$ cat config.mk
export PLATFORM = sky130hd
export DESIGN_NAME = bba_ctrl
export DESIGN_NICKNAME = d
export VERILOG_FILES = /design/src/rtl/bba_pkg.sv /design/src/rtl/bba_ctrl.sv
export SDC_FILE = /design/constraint.sdc
export NUM_CORES = 1
export LEC_CHECK = 0
export CORE_AREA = 5 5 42 44
export DETAILED_ROUTE_END_ITERATION = 8
export DIE_AREA = 0 0 47 49
export DONT_BUFFER_PORTS = 1
export MAX_ROUTING_LAYER = met4
export PLACE_DENSITY_LB_ADDON = 0.12
export SETUP_SLACK_MARGIN = 0.5
export SLEW_MARGIN = 5
export SYNTH_ARGS = -nofsm -noshare
export SYNTH_HDL_FRONTEND = slang
export SYNTH_SLANG_ARGS = --single-unit
$ cat constraint.sdc
create_clock -name clk_i -period 1.65 [get_ports clk_i]
set_input_delay 0.165 -clock clk_i [delete_from_list [all_inputs] [get_ports clk_i]]
set_output_delay 0.165 -clock clk_i [all_outputs]
set_load 0.01 [all_outputs]
$ cat src/rtl/bba_pkg.sv
// Shared types and constants for the bitmap block allocator.
// No dependencies.
`timescale 1ns / 1ps
package bba_pkg;
  localparam int COUNT_W   = 13;
  localparam int ADDR_W    = 32;
  localparam int WORD_BITS = 32;
  localparam int WORD_SH   = 5;

  typedef enum logic [1:0] {
    CMD_ALLOC = 2'd0,
    CMD_FREE  = 2'd1,
    CMD_TEST  = 2'd2,
    CMD_NONE  = 2'd3
  } cmd_e;

  typedef enum logic [1:0] {
    ST_OK       = 2'd0,
    ST_NOSPACE  = 2'd1,
    ST_ZERO_LEN = 2'd2
  } status_e;

  typedef struct packed {
    logic [1:0]         command;
    logic [ADDR_W-1:0]  address;
    logic [COUNT_W-1:0] run_length;
  } in_item_t;

  typedef struct packed {
    logic [1:0]         status;
    logic [ADDR_W-1:0]  base_address;
    logic               block_used;
    logic [COUNT_W-1:0] free_blocks;
  } out_item_t;

  typedef logic [COUNT_W-1:0] cfg_item_t;

  // controller -> datapath
  typedef struct packed {
    logic load;
    logic clear;
    logic scan_start;
    logic scan;
    logic rng_free;
    logic rng_rd;
    logic rng_wr;
    logic test_rd;
    logic finish;
  } dp_cmd_t;

  // datapath -> controller
  typedef struct packed {
    logic [1:0] cmd;
    logic       clr_last;
    logic       fc_zero;
    logic       len_zero;
    logic       span_empty;
    logic       found_now;
    logic       scan_over;
    logic       rng_empty;
    logic       rng_last;
    logic       out_free;
  } dp_sts_t;
endpackage

$ cat src/rtl/bba_ctrl.sv
// Sequencer for the allocator: clear pass, scan, read-modify-write, result.
// Depends on bba_pkg.
`timescale 1ns / 1ps
module bba_ctrl (
  input  logic             clk_i,
  input  logic             rst_ni,
  input  logic             in_valid_i,
  output logic             in_ready_o,
  input  bba_pkg::dp_sts_t sts_i,
  output bba_pkg::dp_cmd_t cmd_o
);
  import bba_pkg::*;

  typedef enum logic [2:0] {
    S_CLEAR, S_IDLE, S_DECODE, S_SCAN, S_RNG_RD, S_RNG_WR, S_TEST, S_DONE
  } state_e;

  state_e state_q, state_d;

  always_ff @(posedge clk_i or negedge rst_ni) begin
    if (!rst_ni) begin
      state_q <= S_CLEAR;
    end else begin
      state_q <= state_d;
    end
  end

  always_comb begin
    state_d    = state_q;
    cmd_o      = '0;
    in_ready_o = 1'b0;
    case (state_q)
      S_CLEAR: begin
        cmd_o.clear = 1'b1;
        if (sts_i.clr_last) state_d = S_IDLE;
      end
      S_IDLE: begin
        in_ready_o = 1'b1;
        if (in_valid_i) begin
          cmd_o.load = 1'b1;
          state_d    = S_DECODE;
        end
      end
      S_DECODE: begin
        case (sts_i.cmd)
          CMD_ALLOC: begin
            if (sts_i.fc_zero || sts_i.len_zero || sts_i.span_empty) begin
              state_d = S_DONE;
            end else begin
              cmd_o.scan_start = 1'b1;
              state_d          = S_SCAN;
            end
          end
          CMD_FREE: begin
            cmd_o.rng_free = 1'b1;
            state_d        = sts_i.rng_empty ? S_DONE : S_RNG_RD;
          end
          CMD_TEST: begin
            cmd_o.test_rd = 1'b1;
            state_d       = S_TEST;
          end
          default: state_d = S_DONE;
        endcase
      end
      S_SCAN: begin
        cmd_o.scan = 1'b1;
        if (sts_i.found_now) state_d = S_RNG_RD;
        else if (sts_i.scan_over) state_d = S_DONE;
      end
      S_RNG_RD: begin
        cmd_o.rng_rd = 1'b1;
        state_d      = S_RNG_WR;
      end
      S_RNG_WR: begin
        cmd_o.rng_wr = 1'b1;
        state_d      = sts_i.rng_last ? S_DONE : S_RNG_RD;
      end
      S_TEST: state_d = S_DONE;
      S_DONE: begin
        if (sts_i.out_free) begin
          cmd_o.finish = 1'b1;
          state_d      = S_IDLE;
        end
      end
      default: state_d = S_IDLE;
    endcase
  end
endmodule

==> tab_implementation.tex <==
\begin{tabular}{lr}
\hline
Metric & Value \\
\hline
\multicolumn{2}{l}{\textbf{Timing}} \\
\quad Final Hold Vio Count & 0 \\
\quad Layout Skew & 0.0000522 ns \\
\quad Relative slew slack & 82.3\% \\
\quad Final critical path time including I/O delays and setup & 1.39 ns \\
\quad Final critical-path share of the clock period & 84.0\% \\
\quad Worst Slack Setup Final & 0.264 ns \\
\quad RSZ-0062 raised after global routing & true \\
\quad Transition time at the pin with the least slew margin & 0.264 ns \\
\quad Total negative slack & 0 ns \\
\quad Finish-stage setup viols & 0 \\
\quad Max Fclk & 722 MHz \\
\quad Max Transition Viols Final & 0 \\
\multicolumn{2}{l}{\textbf{Yosys}} \\
\quad Number of instances in the synthesized netlist & 54 \\
\quad Cell Area, Synth & 417 um\^{}2 \\
\quad Top-count cell post-synth & sky130\_fd\_sc\_hd\_\_nor2\_1 \\
\quad Top post-synthesis cells by count & sky130\_fd\_sc\_hd\_\_nor2\_1, sky130\_fd\_sc\_hd\_\_ha\_1, sky130\_fd\_sc\_hd\_\_inv\_1, sky130\_fd\_sc\_hd\_\_nand2\_1 \\
\quad Largest cells by area after synthesis & sky130\_fd\_sc\_hd\_\_dfrtp\_1, sky130\_fd\_sc\_hd\_\_ha\_1, sky130\_fd\_sc\_hd\_\_and3\_1, sky130\_fd\_sc\_hd\_\_nand2b\_1, sky130\_fd\_sc\_hd\_\_nor2\_1 \\
\quad Net count of the mapped netlist & 72 \\
\quad Asr flop ratio synth & 100\% \\
\quad Top-area cell type share of the netlist area & 18.0\% \\
\quad Synth cell types & 28 \\
\quad Most frequently used flop master after synthesis & sky130\_fd\_sc\_hd\_\_dfrtp\_1 \\
\quad Post-synthesis sequential area ratio & 18.0\% \\
\quad Cell accounting for the most synthesized area & sky130\_fd\_sc\_hd\_\_dfrtp\_1 \\
\quad Number of enable flip-flop cells after synthesis & 0 \\
\quad Number of synthesis warnings & 0 \\
\quad Synthesized area per cell & 7.72 um\^{}2 \\
\quad Register bit count reported by yosys & 3 \\
\multicolumn{2}{l}{\textbf{Setup path}} \\
\quad Kind of launch point of the worst setup path & register \\
\quad Kind of critical path & register to output pin \\
\quad Arr. time, crit path & 1.22 ns \\
\quad Maximum fanout along the worst path & 6 \\
\quad Endpoint type of the worst setup path & output pin \\
\quad Worst path required time & 1.48 ns \\
\multicolumn{2}{l}{\textbf{Cells and area}} \\
\quad Sequential standard cell area & 77.6 um\^{}2 \\
\quad Final cell count without fillers & 85 \\
\quad Post-route cell area & 713 um\^{}2 \\
\quad Combined area of the multi-input logic cells & 415 um\^{}2 \\
\quad Ratio of cells with drive above 1 in the final layout & 52.2\% \\
\quad Post-layout nets & 88 \\
\quad Register with the highest flop count & state\_q \\
\quad Area growth from synthesis to layout & 71.2\% \\
\quad Total of fill cells in the finished design & 150 \\
\quad Max FFs per register & 3 \\
\quad Number of antenna repair diodes & 0 \\
\quad Largest regs & state\_q x3 \\
\multicolumn{2}{l}{\textbf{Detailed routing}} \\
\quad Vias after detailed routing & 452 \\
\quad Average wire per cell in the routed design & 14.6 um \\
\quad Detailed-route DRC error count & 0 \\
\quad Number of DRC markers after the initial detailed-route iteration & 12 \\
\quad Detailed-routing iteration count for the pre-antenna-repair pass & 4 \\
\quad Vias per cell & 5.32 \\
\quad Aggregate routed wire length & 1240 um \\
\quad Number of antenna-violating nets in the routed design & 0 \\
\multicolumn{2}{l}{\textbf{Floorplanning}} \\
\quad \# rows & 14 \\
\quad Horizontal extent of the die & 47 um \\
\quad Initial cell density of the core & 29.7\% \\
\quad Count of boundary I/O pins & 24 \\
\quad Total Die Area & 2300 um\^{}2 \\
\quad Height of the chip & 49 um \\
\quad CORE AREA & 1400 um\^{}2 \\
\multicolumn{2}{l}{\textbf{Clock tree}} \\
\quad Clock-pin slew of the registers on the worst-case setup and hold paths & 0.04 ns \\
\quad TritonCTS clock tree & built \\
\quad Worst skew pair latency & 0.23 ns \\
\quad H-tree levels & 1 \\
\quad Clock Root Buffer & sky130\_fd\_sc\_hd\_\_clkbuf\_4 \\
\quad Worst-case clock buffer depth & 2 \\
\quad Cts bufs inserted & 3 \\
\quad Number of sinks on the clock net & 3 \\
\multicolumn{2}{l}{\textbf{Global route}} \\
\quad First-pass GRT wire length & 2080 um \\
\quad Vias in the first global route & 476 \\
\quad Number of antenna violations at the first check in global routing & 0 \\
\quad Overflow after GRT & 0 \\
\quad Global router's overall resource usage & 12.4\% \\
\quad Pin count of the biggest net entering global routing & 13 \\
\multicolumn{2}{l}{\textbf{Placement}} \\
\quad Placer congestion estimate & 0.704 \\
\quad Placed inst area & 443 um\^{}2 \\
\quad Number of placed cells counting well taps & 69 \\
\quad Worst setup timing slack at the placement stage & 0.234 ns \\
\quad DPL Wire Length & 851 um \\
\quad Quantity of I/O buffers inserted on ports & 0 \\
\multicolumn{2}{l}{\textbf{Min path}} \\
\quad Hold crit path type & primary input to register \\
\multicolumn{2}{l}{\textbf{Power and ir drop}} \\
\quad Leakage power figure & 0.320 nW \\
\quad Maximum vdd ir drop & 0.000617 V \\
\quad Pwr/cell area & 1920 nW/um\^{}2 \\
\quad Tot Pwr & 1.37 mW \\
\multicolumn{2}{l}{\textbf{Run}} \\
\quad \# Max-Cap Violations & 0 \\
\multicolumn{2}{l}{\textbf{Outcome}} \\
\quad Outcome & completed \\
\hline
\end{tabular}
## metal layers
layer	vias to the layer above	track usage (%)	wire (um)	part of all wire, %
met1	211	14.9	501	40
li1	225	-	-	-
met5	-	-	0	0
met2	14	18.1	630	51
met3	2	2.21	98	7.9
met4	0	8.29	13	1.0
## worst max-delay path: stages (launching register included)
cell and delay, ns:
sky130_fd_sc_hd__dfrtp_2 0.43, sky130_fd_sc_hd__buf_12 0.12, sky130_fd_sc_hd__nand2b_4 0.06, sky130_fd_sc_hd__nor2_4 0.09, sky130_fd_sc_hd__nand2_1 0.09, sky130_fd_sc_hd__nor4_4 0.19
## report_power, final
| part | switching (mW) | internal (mW) | total, mW |
|---|---|---|---|
| logic | 0.499 | 0.559 | 1.06 |
| registers | 0.0589 | 0.120 | 0.179 |
| clock network | 0.0395 | 0.0907 | 0.130 |
| total | 0.598 | 0.770 | 1.37 |
## cells by family after synthesis
| group | count (synthesis) | synth area share [%] |
|---|---|---|
| xor gates and xnor gates | 1 | 2.10 |
| DFF | 3 | 18.0 |
| adders and majority gates | 4 | 12.0 |
| and+or+nand+nor | 24 | 30.0 |
| AOI/OAI and AO/OA | 13 | 26.4 |
| muxes | 1 | 2.40 |
| buffers and inverters | 8 | 9.01 |
## area by class of cell
cell class / instances / share of cell area, %
timing repair buffer: 15 / 21.6
tap: 16 / 2.81
inverter: 4 / 2.81
clock buffer: 4 / 3.68
sequential: 3 / 10.9
multi-input combinational: 43 / 58.2
## cells in the final DEF, fill, tap and decap left out, types with 2 or more instances in the layout
cell type                  synthesis  layout
sky130_fd_sc_hd__and3_4            0       2
sky130_fd_sc_hd__buf_4             1       6
sky130_fd_sc_hd__buf_6             0       7
sky130_fd_sc_hd__clkbuf_4          0       3
sky130_fd_sc_hd__dfrtp_2           0       2
sky130_fd_sc_hd__ha_1              4       4
sky130_fd_sc_hd__inv_1             4       2
sky130_fd_sc_hd__inv_4             0       2
sky130_fd_sc_hd__nand2_1           4       4
sky130_fd_sc_hd__nand2b_4          0       2
sky130_fd_sc_hd__nor2_1            5       2
sky130_fd_sc_hd__nor2_4            0       3
sky130_fd_sc_hd__nor3_4            0       2
sky130_fd_sc_hd__o21ai_0           3       3
## timing repair
| action | in CTS | in global routing |
|---|---|---|
| setup endpoints to repair | 12 | 12 |
| pin swaps | 2 | 5 |
| setup buffers | 8 | 3 |
| resized for setup | 27 | 8 |
| hold buffers | 1 | 0 |
| hold endpoints to repair | 3 | 0 |
## through the flow
step | utilization (%) | hold slack [ns]
3_5_place_dp | 31.6 | -0.131
5_1_grt | 50.9 | 0.187
2_1_floorplan | - | -0.131
3_3_place_gp | 31.6 | -0.131
6_report | 50.9 | 0.167
4_1_cts | 45.4 | 0.175
## path summary, 6_finish.rpt
path                                   startpoint                     end  slack (ns)  depth (start not counted)
max reg2reg                state_q[1]$_DFFE_PN0P_  state_q[1]$_DFFE_PN0P_        0.27                          4
max in group asynchronous                  rst_ni  state_q[1]$_DFFE_PN0P_        1.31                          1
max                        state_q[1]$_DFFE_PN0P_                cmd_o[6]        0.26                          5
min                                      sts_i[0]  state_q[2]$_DFFE_PN0P_        0.17                          3
min in group asynchronous                  rst_ni  state_q[0]$_DFFE_PN0P_        0.18                          1
min reg2reg                state_q[2]$_DFFE_PN0P_  state_q[2]$_DFFE_PN0P_        0.68                          3
No activity file was read; power rests on OpenSTA's default activity.
